==> src/hdl/qlh_pkg.sv <==
`timescale 1ns / 1ps

package qlh_pkg;

  // Histogram geometry
  localparam int unsigned SLOT_COUNT  = 32;
  localparam int unsigned LANES       = 4;
  localparam int unsigned SLOT_W      = $clog2(SLOT_COUNT);
  localparam int unsigned COUNT_W     = 32;
  localparam int unsigned VALUE_W     = 32;
  localparam int unsigned LOG_W       = 5;
  localparam int unsigned HIST_W      = 2;
  localparam int unsigned READ_SLOT_W = 5;
  localparam int unsigned RANGE_W     = READ_SLOT_W + 1;
  localparam int unsigned CFG_IDX_W   = 2;

  typedef enum logic {
    MODE_SAMPLE = 1'b0,
    MODE_READ   = 1'b1
  } mode_e;

  typedef enum logic [CFG_IDX_W-1:0] {
    CFG_EN_SEND       = 2'd0,
    CFG_EN_CONGESTION = 2'd1,
    CFG_EN_RECEIVE    = 2'd2,
    CFG_EN_THRESHOLD  = 2'd3
  } cfg_idx_e;

  // Lane numbers, in histogram order
  localparam int unsigned LANE_SEND       = 0;
  localparam int unsigned LANE_CONGESTION = 1;
  localparam int unsigned LANE_RECEIVE    = 2;
  localparam int unsigned LANE_THRESHOLD  = 3;

  // Per-lane request issued at the input transfer
  typedef struct packed {
    logic              inc;
    logic [SLOT_W-1:0] addr;
  } lane_req_t;

endpackage

==> src/hdl/qlh_slot_enc.sv <==
`timescale 1ns / 1ps

// floor(log2) of a 32-bit value, clamped to the last slot
module qlh_slot_enc (
  input  logic [qlh_pkg::VALUE_W-1:0] value_i,
  output logic [qlh_pkg::SLOT_W-1:0]  slot_o,
  output logic                        nonzero_o
);

  logic [qlh_pkg::VALUE_W-1:0] v;
  logic [qlh_pkg::LOG_W-1:0]   msb;

  // binary search for the leading one, five halving steps
  always_comb begin
    v   = value_i;
    msb = '0;
    if (v[31:16] != 16'd0) begin
      msb[4] = 1'b1;
      v      = v >> 16;
    end
    if (v[15:8] != 8'd0) begin
      msb[3] = 1'b1;
      v      = v >> 8;
    end
    if (v[7:4] != 4'd0) begin
      msb[2] = 1'b1;
      v      = v >> 4;
    end
    if (v[3:2] != 2'd0) begin
      msb[1] = 1'b1;
      v      = v >> 2;
    end
    if (v[1]) begin
      msb[0] = 1'b1;
    end
  end

  assign slot_o = (msb >= qlh_pkg::LOG_W'(qlh_pkg::SLOT_COUNT - 1))
                ? qlh_pkg::SLOT_W'(qlh_pkg::SLOT_COUNT - 1)
                : msb[qlh_pkg::SLOT_W-1:0];

  assign nonzero_o = |value_i;

endmodule

==> config.mk <==
export PLATFORM = sky130hd
export DESIGN_NAME = qlh_slot_enc
export DESIGN_NICKNAME = d
export VERILOG_FILES = /design/src/hdl/qlh_pkg.sv /design/src/hdl/qlh_slot_enc.sv
export SDC_FILE = /design/constraint.sdc
export NUM_CORES = 1
export LEC_CHECK = 0
export BUFFER_PORTS_ARGS = -buffer_cell sky130_fd_sc_hd__buf_4
export CORE_AREA = 2 2 39 41
export DETAILED_ROUTE_END_ITERATION = 10
export DIE_AREA = 0 0 41 43
export PLACE_DENSITY = 0.76
export SLEW_MARGIN = 20
export SYNTH_ARGS = -nofsm -noshare
export SYNTH_HDL_FRONTEND = slang
export SYNTH_SLANG_ARGS = --single-unit
==> constraint.sdc <==
create_clock -name vclk -period 7.46
set_input_delay 1.492 -clock vclk [all_inputs]
set_output_delay 1.492 -clock vclk [all_outputs]
set_load 0.01 [all_outputs]
After elaboration in Yosys (flattened, before gate mapping)
Index checks and enable logic that the tools add are counted.
- register bits: 0
- input bits: 32
- output and inout port bits: 6
- word-level logic and storage cells: 16
- magnitude comparators: 1
- mux-type cells: 10
- reduce and logical (&&, ||, !) cells: 5
- operators with widths (cell ; number):
    32-bit OR reduction ; 1
    16-bit 2-to-1 mux ; 1
    16-bit nonzero test ; 1
    8-bit 2-to-1 mux ; 1
    8-bit nonzero test ; 1
    5-bit greater-or-equal comparator, second input constant ; 1
    1-bit 2-to-1 mux ; 5
    5-bit 2-to-1 mux ; 1
    4-bit 2-to-1 mux ; 1
    4-bit nonzero test ; 1
    2-bit 2-to-1 mux ; 1
    2-bit nonzero test ; 1

Longest topological paths before layout
- word-level depth: 11
- gate-level depth with buffers: 8
- depth with buffers taken out: 7

Worst setup path after synthesis
Ideal clock, no wire load.
- path kind: input to output
- from: in value_i[28] (netlist bit)
- to: out slot_o[0] (netlist bit)
- data arrival time: 3.296 ns
- path slack: 2.672 ns
- cell stages on the path: 7
- cells stage by stage: or3_2 > nor4_2 > a21oi_1 > o2bb2ai_4 > o221ai_2 > a211o_1 > o21ai_1
- cells in the longest elaborated chain, start to end: 11
- elaborated cells between the ends (all ways): 15
- RTL lines (element ; RTL line ; source):
    from (decl) ; qlh_slot_enc.sv:5 ; input logic [qlh_pkg::VALUE_W-1:0] value_i,
    16-bit nonzero test ; qlh_slot_enc.sv:17 ; if (v[31:16] != 16'd0) begin
    16-bit 2-to-1 mux ; qlh_slot_enc.sv:17 ;
    8-bit nonzero test ; qlh_slot_enc.sv:21 ; if (v[15:8] != 8'd0) begin
    8-bit 2-to-1 mux ; qlh_slot_enc.sv:21 ;
    4-bit nonzero test ; qlh_slot_enc.sv:25 ; if (v[7:4] != 4'd0) begin
    4-bit 2-to-1 mux ; qlh_slot_enc.sv:25 ;
    2-bit nonzero test ; qlh_slot_enc.sv:29 ; if (v[3:2] != 2'd0) begin
    2-bit 2-to-1 mux ; qlh_slot_enc.sv:29 ;
    1-bit 2-to-1 mux ; qlh_slot_enc.sv:33 ; if (v[1]) begin
    5-bit greater-or-equal comparator ; qlh_slot_enc.sv:38 ; assign slot_o = (msb >= qlh_pkg::LOG_W'(qlh_pkg::SLOT_COUNT - 1))
    5-bit 2-to-1 mux * ; qlh_slot_enc.sv:39 ; ? qlh_pkg::SLOT_W'(qlh_pkg::SLOT_COUNT - 1)
    to (decl) ; qlh_slot_enc.sv:6 ; output logic [qlh_pkg::SLOT_W-1:0] slot_o,
Mark *: on every way between the ends. The rest lies on a longest branch, timed or not.

Worst setup path in the final report
- from: in value_i[8] (netlist bit)
- to: out slot_o[0] (netlist bit)
- cells in the longest elaborated chain, start to end: 10
- elaborated cells between the ends (all ways): 13
- RTL lines (element ; RTL line):
    16-bit 2-to-1 mux * ; qlh_slot_enc.sv:17
    8-bit nonzero test * ; qlh_slot_enc.sv:21
    8-bit 2-to-1 mux ; qlh_slot_enc.sv:21
    4-bit nonzero test ; qlh_slot_enc.sv:25
    4-bit 2-to-1 mux ; qlh_slot_enc.sv:25
    2-bit nonzero test ; qlh_slot_enc.sv:29
    2-bit 2-to-1 mux ; qlh_slot_enc.sv:29
    1-bit 2-to-1 mux ; qlh_slot_enc.sv:33
    5-bit greater-or-equal comparator ; qlh_slot_enc.sv:38
    5-bit 2-to-1 mux * ; qlh_slot_enc.sv:39
Marked as above.

==> results.sh <==
export IMPL_num_nets_final=119
export IMPL_netlist_area_um2=344
export IMPL_drv_slew=0
export IMPL_grt_overflow=0
export IMPL_relSlewSlack_pct=56.3
export IMPL_post_cts_resized=0
export IMPL_finalSetupViolCount=0
export IMPL_start_kind="input pin"
export IMPL_seq_cell_count=0
export IMPL_post_route_period_util_pct=68.9
export IMPL_yosysWarnings=0
export IMPL_syn_inst=48
export IMPL_drt_wirelength_per_cell_um=12.5
export IMPL_dp_hpwl_mm=1.12
export IMPL_vias=532
export IMPL_via_per_inst=5.27
export IMPL_track_usage_pct=15.0
export IMPL_whs_ns=3.29
export IMPL_area_delta_synth_final_pct=85.5
export IMPL_route_antenna_remaining_nets=0
export IMPL_hold_violations=0
export IMPL_drt_iter0_drc=3
export IMPL_insertedDiodeCount=0
export IMPL_period_needed_ns=5.14
export IMPL_power_mw=0.0248
export IMPL_syn_num_nets=80
export IMPL_status="complete, no violations"
export IMPL_die_width_um=41
export IMPL_regArea_um2=0
export IMPL_cap_violations=0
export IMPL_max_freq_mhz=194
export IMPL_min_path_type="in2out"
export IMPL_cts_hold_buffers_added=0
export IMPL_place_area_um2=638
export IMPL_syn_avg_cell_area_um2=7.17
export IMPL_hold_depth=4
export IMPL_fin_area_um2=638
export IMPL_timing_setup_tns_ns=0
export IMPL_worstMarginPinSlew_ns=0.655
export IMPL_powerDensity_nw_per_um2=38.9
export IMPL_crit_required_ns=5.97
export IMPL_dp_cells=101
export IMPL_grt_pass1_wl_mm=1.99
export IMPL_post_cts_buffers=0
export IMPL_ios=38
export IMPL_rsz0062_at_grt="no"
export IMPL_wl_mm=1.27
export IMPL_synthDistinctLibCells=27
export IMPL_worstPathArrival_ns=3.65
export IMPL_core_um2=1380
export IMPL_instances_no_fill=101
export IMPL_critical_path_class="in2out"
export IMPL_grt_start_max_net_pins=10
export IMPL_die_area_um2=1760
export IMPL_post_route_drc_count=0
export IMPL_io_buffer_count=38
export IMPL_clkbuf_count=0
export IMPL_die_y_um=43
export IMPL_routabilityCongestion=0.879
export IMPL_max_vdd_ir_drop_mv=0.0147
export IMPL_yosysSeqAreaShare_pct=0
export IMPL_multiInputGateArea_um2=325
export IMPL_start_util_pct=24.9
export IMPL_antenna_found_initial=0
export IMPL_num_rows=14
export IMPL_power_leakage_nw=0.266
export IMPL_grt_pass1_vias=518
export IMPL_crit_fanout=6
export IMPL_drive_gt1_share_pct=56.5
export IMPL_n_fill_cell=154
export IMPL_cp_end_kind="output pin"
export IMPL_firstDrtPassIters=2
-- final timing paths --
kind / startpoint / endpoint
hold / removal: value_i[0] / nonzero_o
setup / recovery: value_i[8] / slot_o[0]
-- layer usage --
layer,GRT usage [%],routed length [um],vias to the layer above
met1,22.2,542,231
met3,0,141,0
met5,0,0,-
li1,-,-,272
met4,0,0,0
met2,25.0,582,29
-- placed cells by master (no fill, tap or decap), drive strengths merged, types with 2 or more instances in the layout --
| cell type | n |
|---|---|
| o21ai | 5 |
| inv | 2 |
| nor4 | 4 |
| a21oi | 8 |
| buf | 38 |
| and2 | 2 |
| nor2 | 6 |
| a211o | 2 |
| or4 | 3 |
| nor3 | 2 |
| a211oi | 2 |
-- Yosys cell counts (2+ instances only) --
master | number | area (um2)
inv_1 | 2 | 7.51
nor4_1 | 3 | 18.8
o21ai_0 | 4 | 20.0
a21oi_1 | 8 | 40.0
nor2_1 | 6 | 22.5
or4_4 | 2 | 22.5
and2_1 | 2 | 12.5
a211oi_1 | 2 | 15.0
-- kinds of logic after synthesis --
family,Yosys count,synth area share [%]
buffers and inverters,3,5.46
AOI/OAI and AO/OA,23,52.0
and+or+nand+nor,22,42.5
-- worst max-delay path, cell delays in order --
cell and delay (ns):
buf_4 0.11, nor4_1 0.54, nand2_1 0.16, a2111oi_2 0.62
a221oi_1 0.21, o22ai_1 0.17, a211oi_1 0.07, o21ai_1 0.15
buf_4 0.13
-- metrics by stage --
stage / utilization [%] / setup slack [ns]
floorplan: - / 2.67
global placement: 46.1 / 2.49
detailed placement: 46.1 / 2.34
CTS: 46.1 / 2.34
global route: 46.1 / 2.18
finish: 46.1 / 2.32
-- area by class of cell --
type	instances	share of cell area, %
Multi-Input combinational cell	45	51.0
Inverter	2	1.18
Tap cell	16	3.14
Timing Repair Buffer	38	44.7
-- where the power goes --
part	switching (mW)	internal (mW)
clock	0	0
sequential	0	0
combinational	0.00958	0.0152
(Power assumes the default switching activity.)
