**src/hdl/qlh_pkg.sv**
```systemverilog
`timescale 1ns / 1ps

package qlh_pkg;

  // Histogram geometry
  localparam int unsigned SLOT_COUNT  = 32;
  localparam int unsigned LANES       = 4;
  localparam int unsigned SLOT_W      = $clog2(SLOT_COUNT);
  localparam int unsigned COUNT_W     = 32;
  localparam int unsigned VALUE_W     = 32;
  localparam int unsigned LOG_W       = 5;
  localparam int unsigned HIST_W      = 2;
  localparam int unsigned READ_SLOT_W = 5;
  localparam int unsigned RANGE_W     = READ_SLOT_W + 1;
  localparam int unsigned CFG_IDX_W   = 2;

  typedef enum logic {
    MODE_SAMPLE = 1'b0,
    MODE_READ   = 1'b1
  } mode_e;

  typedef enum logic [CFG_IDX_W-1:0] {
    CFG_EN_SEND       = 2'd0,
    CFG_EN_CONGESTION = 2'd1,
    CFG_EN_RECEIVE    = 2'd2,
    CFG_EN_THRESHOLD  = 2'd3
  } cfg_idx_e;

  // Lane numbers, in histogram order
  localparam int unsigned LANE_SEND       = 0;
  localparam int unsigned LANE_CONGESTION = 1;
  localparam int unsigned LANE_RECEIVE    = 2;
  localparam int unsigned LANE_THRESHOLD  = 3;

  // Per-lane request issued at the input transfer
  typedef struct packed {
    logic              inc;
    logic [SLOT_W-1:0] addr;
  } lane_req_t;

endpackage

```
**src/hdl/qlh_lane.sv**
```systemverilog
`timescale 1ns / 1ps

// One histogram: counter memory, per-slot valid bits, read-modify-write
// with forwarding of the write made at the same edge as the read.
module qlh_lane (
  input  logic                        clk_i,
  input  logic                        rst_ni,
  input  logic                        load_i,
  input  qlh_pkg::lane_req_t          req_i,
  input  logic                        commit_i,
  output logic [qlh_pkg::COUNT_W-1:0] base_o
);

  logic [qlh_pkg::COUNT_W-1:0] mem [qlh_pkg::SLOT_COUNT];
  logic [qlh_pkg::SLOT_COUNT-1:0] slot_vld_q;

  logic [qlh_pkg::COUNT_W-1:0] rd_data_q;
  logic                        rd_vld_q;
  logic                        fwd_hit_q;
  logic [qlh_pkg::COUNT_W-1:0] fwd_data_q;
  logic                        inc_q;
  logic [qlh_pkg::SLOT_W-1:0]  addr_q;

  logic                        wr_en;
  logic [qlh_pkg::COUNT_W-1:0] wr_data;

  assign base_o  = fwd_hit_q ? fwd_data_q
                 : (rd_vld_q ? rd_data_q : '0);
  assign wr_en   = commit_i & inc_q;
  assign wr_data = base_o + qlh_pkg::COUNT_W'(1);

  // memory port: registered read, one write
  always_ff @(posedge clk_i) begin
    if (wr_en) begin
      mem[addr_q] <= wr_data;
    end
    if (load_i) begin
      rd_data_q  <= mem[req_i.addr];
      fwd_data_q <= wr_data;
    end
  end

  always_ff @(posedge clk_i or negedge rst_ni) begin
    if (!rst_ni) begin
      slot_vld_q <= '0;
      rd_vld_q   <= 1'b0;
      fwd_hit_q  <= 1'b0;
      inc_q      <= 1'b0;
      addr_q     <= '0;
    end else begin
      if (wr_en) begin
        slot_vld_q[addr_q] <= 1'b1;
      end
      if (load_i) begin
        rd_vld_q  <= slot_vld_q[req_i.addr];
        fwd_hit_q <= wr_en && (addr_q == req_i.addr);
        inc_q     <= req_i.inc;
        addr_q    <= req_i.addr;
      end
    end
  end

endmodule

```
**config.mk**
```make
export PLATFORM = sky130hd
export DESIGN_NAME = qlh_lane
export DESIGN_NICKNAME = d
export VERILOG_FILES = /design/src/hdl/qlh_pkg.sv /design/src/hdl/qlh_lane.sv
export SDC_FILE = /design/constraint.sdc
export NUM_CORES = 1
export LEC_CHECK = 0
export BUFFER_PORTS_ARGS = -buffer_cell sky130_fd_sc_hd__buf_2
export CORE_MARGIN = 10
export CORE_UTILIZATION = 55
export DETAILED_ROUTE_END_ITERATION = 8
export PLACE_DENSITY = 0.83
export SLEW_MARGIN = 20
export SYNTH_ARGS = -nofsm -noshare
export SYNTH_HDL_FRONTEND = slang
export SYNTH_SLANG_ARGS = --single-unit
```
**constraint.sdc**
```tcl
create_clock -name clk_i -period 4.5 [get_ports clk_i]
set_input_delay 0.45 -clock clk_i [delete_from_list [all_inputs] [get_ports clk_i]]
set_output_delay 0.45 -clock clk_i [all_outputs]
set_load 0.005 [all_outputs]
```
# ---- Yosys cells after proc, flatten, opt, wreduce, memory -nomap -nowiden
# Memories as Yosys holds them, arrays and structs flattened. A register that Yosys moved wholly into a read port is not among the register bits.
# Index checks and enable logic that the tools add are counted.
dict set report op_classes {
  n_eq_ne 1
  n_bitwise 2
  magnitude_cmp 3
  n_addsub 1
  reduce_logical 2
  muxes 8
}
# operator count
set ops {}
lappend ops {{2-to-1 mux 32 bit} 2}
lappend ops {{adder 32 x 1 -> 32 bit (second input constant)} 1}
lappend ops {{OR 32 bit} 1}
lappend ops {{< comparator 5 x 6 -> 1 bit (second input constant)} 2}
lappend ops {{binary-select mux 1 bit (select 5 bit)} 1}
lappend ops {{demux 1 bit (select 5 bit)} 1}
lappend ops {{equality test 5 bit} 1}
lappend ops {{greater-or-equal comparator 5 x 1 -> 1 bit (second input constant)} 1}
lappend ops {{2-to-1 mux 1 bit} 4}
lappend ops {{logical AND 1 bit} 2}
lappend ops {{AND 1 bit} 1}
dict set report totals {
  inputBits 10
  memories 1
  regBits 72
  out_inout_bits 32
  ram_bits 1024
}
# memory depth word_bits rd rd_ports_with_merged_regs write_ports line_no
set memory_table {}
lappend memory_table {mem 32 32 1 1 1 qlh_lane.sv:14} ;# logic [qlh_pkg::COUNT_W-1:0] mem [qlh_pkg::SLOT_COUNT];

# ---- Logic depth before layout (Yosys ltp)
dict set report depth {
  word_depth 5
  depth_mapped 11
}

# ---- Least setup slack after synthesis
# Ideal clock, no wire load.
dict set report synth_path {
  kind {reg2reg}
  from {register fwd_hit_q}
  to {register fwd_data_q[20] (netlist name) (data pin)}
  arrival_time_ns 3.629
  path_slack_ns 0.495
  synth_period_minus_slack_ns 4.005
  setup_time_ns 0.376
  stages_incl_launch_ff 12
  path_cell_list {dfrtp_1 -> buf_2 -> clkbuf_1 -> buf_2 -> buf_1 -> a22o_1 -> ha_1 -> inv_1 -> a221oi_1 -> nand4_2 -> a211oi_2 -> xor2_1}
}
dict set report synth_between {
  elab_chain_cells 2
}
# item line_no
set synth_lines {}
lappend synth_lines {{start: declaration} qlh_lane.sv:19} ;# logic fwd_hit_q;
lappend synth_lines {{start signal: assignment} qlh_lane.sv:56} ;# fwd_hit_q <= wr_en && (addr_q == req_i.addr);
lappend synth_lines {{2-to-1 mux 32 bit} qlh_lane.sv:27} ;# assign base_o = fwd_hit_q ? fwd_data_q
lappend synth_lines {{net base_o, one bit} qlh_lane.sv:11} ;# output logic [qlh_pkg::COUNT_W-1:0] base_o
lappend synth_lines {{adder 32 x 1 -> 32 bit} qlh_lane.sv:30} ;# assign wr_data = base_o + qlh_pkg::COUNT_W'(1);
lappend synth_lines {{net wr_data, one bit} qlh_lane.sv:25} ;# logic [qlh_pkg::COUNT_W-1:0] wr_data;
lappend synth_lines {{end signal: assignment} qlh_lane.sv:39} ;# fwd_data_q <= wr_data;
lappend synth_lines {{end: declaration} qlh_lane.sv:20} ;# logic [qlh_pkg::COUNT_W-1:0] fwd_data_q;
# The timed path passes the listed nets, and every way through them passes these cells.
# A chain may end at the register's enable or synchronous reset.

# ---- Worst setup path in the final report
dict set report layout_path {
  from {register fwd_hit_q}
  to {memory mem[1][27] (netlist name) (data pin)}
}
dict set report layout_between {
  elab_chain_cells 2
}
# item line_no
set layout_lines {}
lappend layout_lines {{2-to-1 mux 32 bit} qlh_lane.sv:27}
lappend layout_lines {{adder 32 x 1 -> 32 bit} qlh_lane.sv:30}
lappend layout_lines {{net wr_data, one bit} qlh_lane.sv:25}
lappend layout_lines {{end: declaration} qlh_lane.sv:14}
# The timed path passes the listed nets, and every way through them passes these cells.

==> impl_metrics.py <==
metrics = {
    "logic_synthesis": {
        "synth_edf_count": 1088,
        "syn_inst": 1871,
        "synth_area_leaders": "edfxtp_1, mux4_2, dfrtp_1, mux2_2, clkbuf_1",
        "syn_area_per_cell_um2": 23.29,
        "syn_area_um2": 43580,
        "syn_nets": 1882,
        "synth-seq-cells": 1128,
        "synth_top_area_share_pct": 74.97,
        "synthDistinctLibCells": 43,
        "yosysMostFrequentCell": "edfxtp_1",
        "synth_flop_cell": "edfxtp_1",
        "ys_seq_area_share_pct": 77.26,
        "ys_async_sr_fraction_pct": 3.546,
        "ys_top_cells_by_count": "edfxtp_1, mux4_2, clkbuf_1, nand2_1, nor2_1",
        "yosys_warnings": 0,
        "synth_top_area_cell": "edfxtp_1",
    },
    "power": {
        "total_power_uw": 22780,
        "ir_worst_vdd_uv": 373.3,
        "p_per_area_nw_per_um2": 460.6,
        "leakagePower_uw": 0.01588,
    },
    "layout": {
        "num-fill-cells": 4787,
        "fin_cells": 3145,
        "fin_nets": 2021,
        "drive_above_1_share_pct": 35.12,
        "final_util_pct": 62.80,
        "syn_to_final_growth_pct": 13.48,
    },
    "global_route": {
        "antenna_found_initial": 6,
        "grt-ovfl-total": 0,
        "grt_pass1_vias": 22020,
        "grt_start_max_net_pins": 92,
        "grt_pass1_wl_um": 155700,
        "globalRouteTotalUtil_pct": 23.88,
    },
    "setup_path": {
        "worstSetupStartpointType": "register",
        "crit_buf_inv": 1,
        "crit_type": "register to register",
        "slowest_stage": "a222oi_1",
        "cp.arrival_ns": 4.89,
        "cp_cell_sequence": "nand3b_1 -> a222oi_1 -> nand2_1 -> nor4_1 -> xor2_2 -> buf_4",
        "critPathRequiredTime_ns": 4.94,
        "cpLargestDelayFamily": "simple AND/OR/NAND/NOR gates",
        "end_kind": "register",
        "critPathMaxFanout": 43,
        "slowest_delay_ns": 1.17,
    },
    "drt": {
        "avgRoutedWirePerCell_um": 35.12,
        "dr.pass1.iters": 7,
        "viasPerCell": 6.878,
        "drc": 0,
        "drt_iter0_markers": 3781,
        "ant_nets": 0,
        "routed_wl_um": 110500,
        "num_vias": 21630,
    },
    "clock_network": {
        "cts_sinks": 1128,
        "insertion_delay_ns": 0.68,
        "clk_pin_slew_ns": 0.07,
        "cts_buffer_depth": 3,
        "htree_levels": 3,
        "cts_root_buf": "clkbuf_16",
        "cts_buffers": 104,
        "cts_tree": "yes",
    },
    "floorplan": {
        "io_pins": 42,
        "die_w_um": 301.5,
        "die_area_um2": 90900,
        "die_y_um": 301.5,
        "row_count": 103,
        "core_area_um2": 78740,
        "start_util_pct": 55.35,
    },
    "sta": {
        "worst_slew_margin_rel_pct": 11.36,
        "max_freq_ghz": 0.2250,
        "slew_viol_final": 0,
        "rsz0062_at_grt": "no",
        "hold_viol": 0,
        "skew_ns": 0.02825,
        "fin_crit_ns": 4.445,
        "fin_tns_setup_ns": 0,
        "setup_violations": 0,
        "worst_slew_pin_slew_ns": 1.330,
        "fin_crit_sh_pct": 98.78,
    },
    "placed_design": {
        "place_inst": 2953,
        "place_congestion": 0.9016,
        "hpwl_um": 59020,
        "portBuffers": 41,
    },
    "run_status": {
        "status": "complete, no violations",
    },
    "hold_path": {
        "min-delay-path-class": "input pin to register",
    },
    "run": {
        "maxCapViolCount": 0,
    },
}
## layout make-up
type	count	area, um^2	share of cell area, %
sequential	1128	33670	68.09
multi-input combinational	639	9966	20.15
clock buffer	123	2705	5.470
tap	1050	1314	2.657
timing repair buffer	128	1126	2.277
clock inverter	66	630.6	1.275
inverter	9	33.78	0.06831
antenna	2	5.005	0.01012
## repair_timing
| item | CTS | global route |
|---|---|---|
| setup buffers | 0 | 0 |
| hold buffers | 1 | 0 |
| endpoints found under the setup margin | 0 | 0 |
| resized for setup | 0 | 0 |
| endpoints found under the hold margin | 40 | 0 |
## metal layers
layer  global-route usage, %  up-vias  share of wire (%)
met3                   6.739      368                 13
met4                   9.939        4                4.2
met2                   37.16     1835                 48
li1                        -     8219                  -
met1                   31.76    11200                 35
met5                       0        -              0.024
## per-stage QoR
step	worst slack [ns]	instance area (um^2)	hold WS [ns]
6_report	0.05470	49450	0.08742
5_1_grt	0.2125	49450	0.08380
4_1_cts	0.3615	49320	0.06122
3_5_place_dp	0.5258	45980	0.4477
3_3_place_gp	0.7750	45980	0.4460
2_1_floorplan	0.4949	43580	0.1544
## placed cells by master (no fill, tap or decap), types with 24 or more instances in the layout
cell	synthesis	routed
nand2_1	46	46
mux4_2	326	326
buf_4	1	70
clkbuf_16	0	105
buf_2	28	36
or2_2	32	32
dfrtp_1	40	39
edfxtp_1	1088	1088
mux2_2	39	39
nand3_1	24	24
nor2_4	0	32
## worst paths after layout
check                                           from                         end  slack (ns)  cells past startpoint
max in group asynchronous                     rst_ni       fwd_hit_q$_DFFE_PN0P_        3.28                      2
setup reg to reg               fwd_hit_q$_DFFE_PN0P_        mem[1][27]$_DFFE_PP_        0.05                      6
hold / removal                              req_i[5]           inc_q$_DFFE_PN0P_        0.09                      2
setup / recovery               fwd_hit_q$_DFFE_PN0P_        mem[1][27]$_DFFE_PP_        0.05                      6
min in group asynchronous                     rst_ni  slot_vld_q[16]$_DFFE_PN0P_        0.52                      2
hold reg to reg            slot_vld_q[9]$_DFFE_PN0P_   slot_vld_q[9]$_DFFE_PN0P_        0.46                      1
## state kept, by name, indices dropped and copies added (netlist names)
name,cells
mem,1024
rd_data_q,32
fwd_hit_q,1
addr_q,5
fwd_data_q,32
rd_vld_q,1
inc_q,1
slot_vld_q,32
## power by group
| group | leakage, uW | internal [uW] | switching [uW] | total [uW] |
|---|---|---|---|---|
| Sequential | 0.0105 | 12100 | 141 | 12300 |
| Combinational | 0.00377 | 650 | 1150 | 1800 |
| Clock | 0.00163 | 4880 | 3840 | 8720 |
| Total | 0.0159 | 17600 | 5130 | 22800 |
## kinds of logic after synthesis
logic type / Yosys count / synth area share [%]
AOI/OAI and AO/OA: 42 / 0.7206
xor gates and xnor gates: 34 / 0.6833
adders and majority gates: 1 / 0.02871
buffers and inverters: 104 / 1.002
DFF: 1128 / 77.26
muxes: 370 / 17.97
and+or+nand+nor: 192 / 2.331
Note: power is estimated with default switching activity, not from simulation.
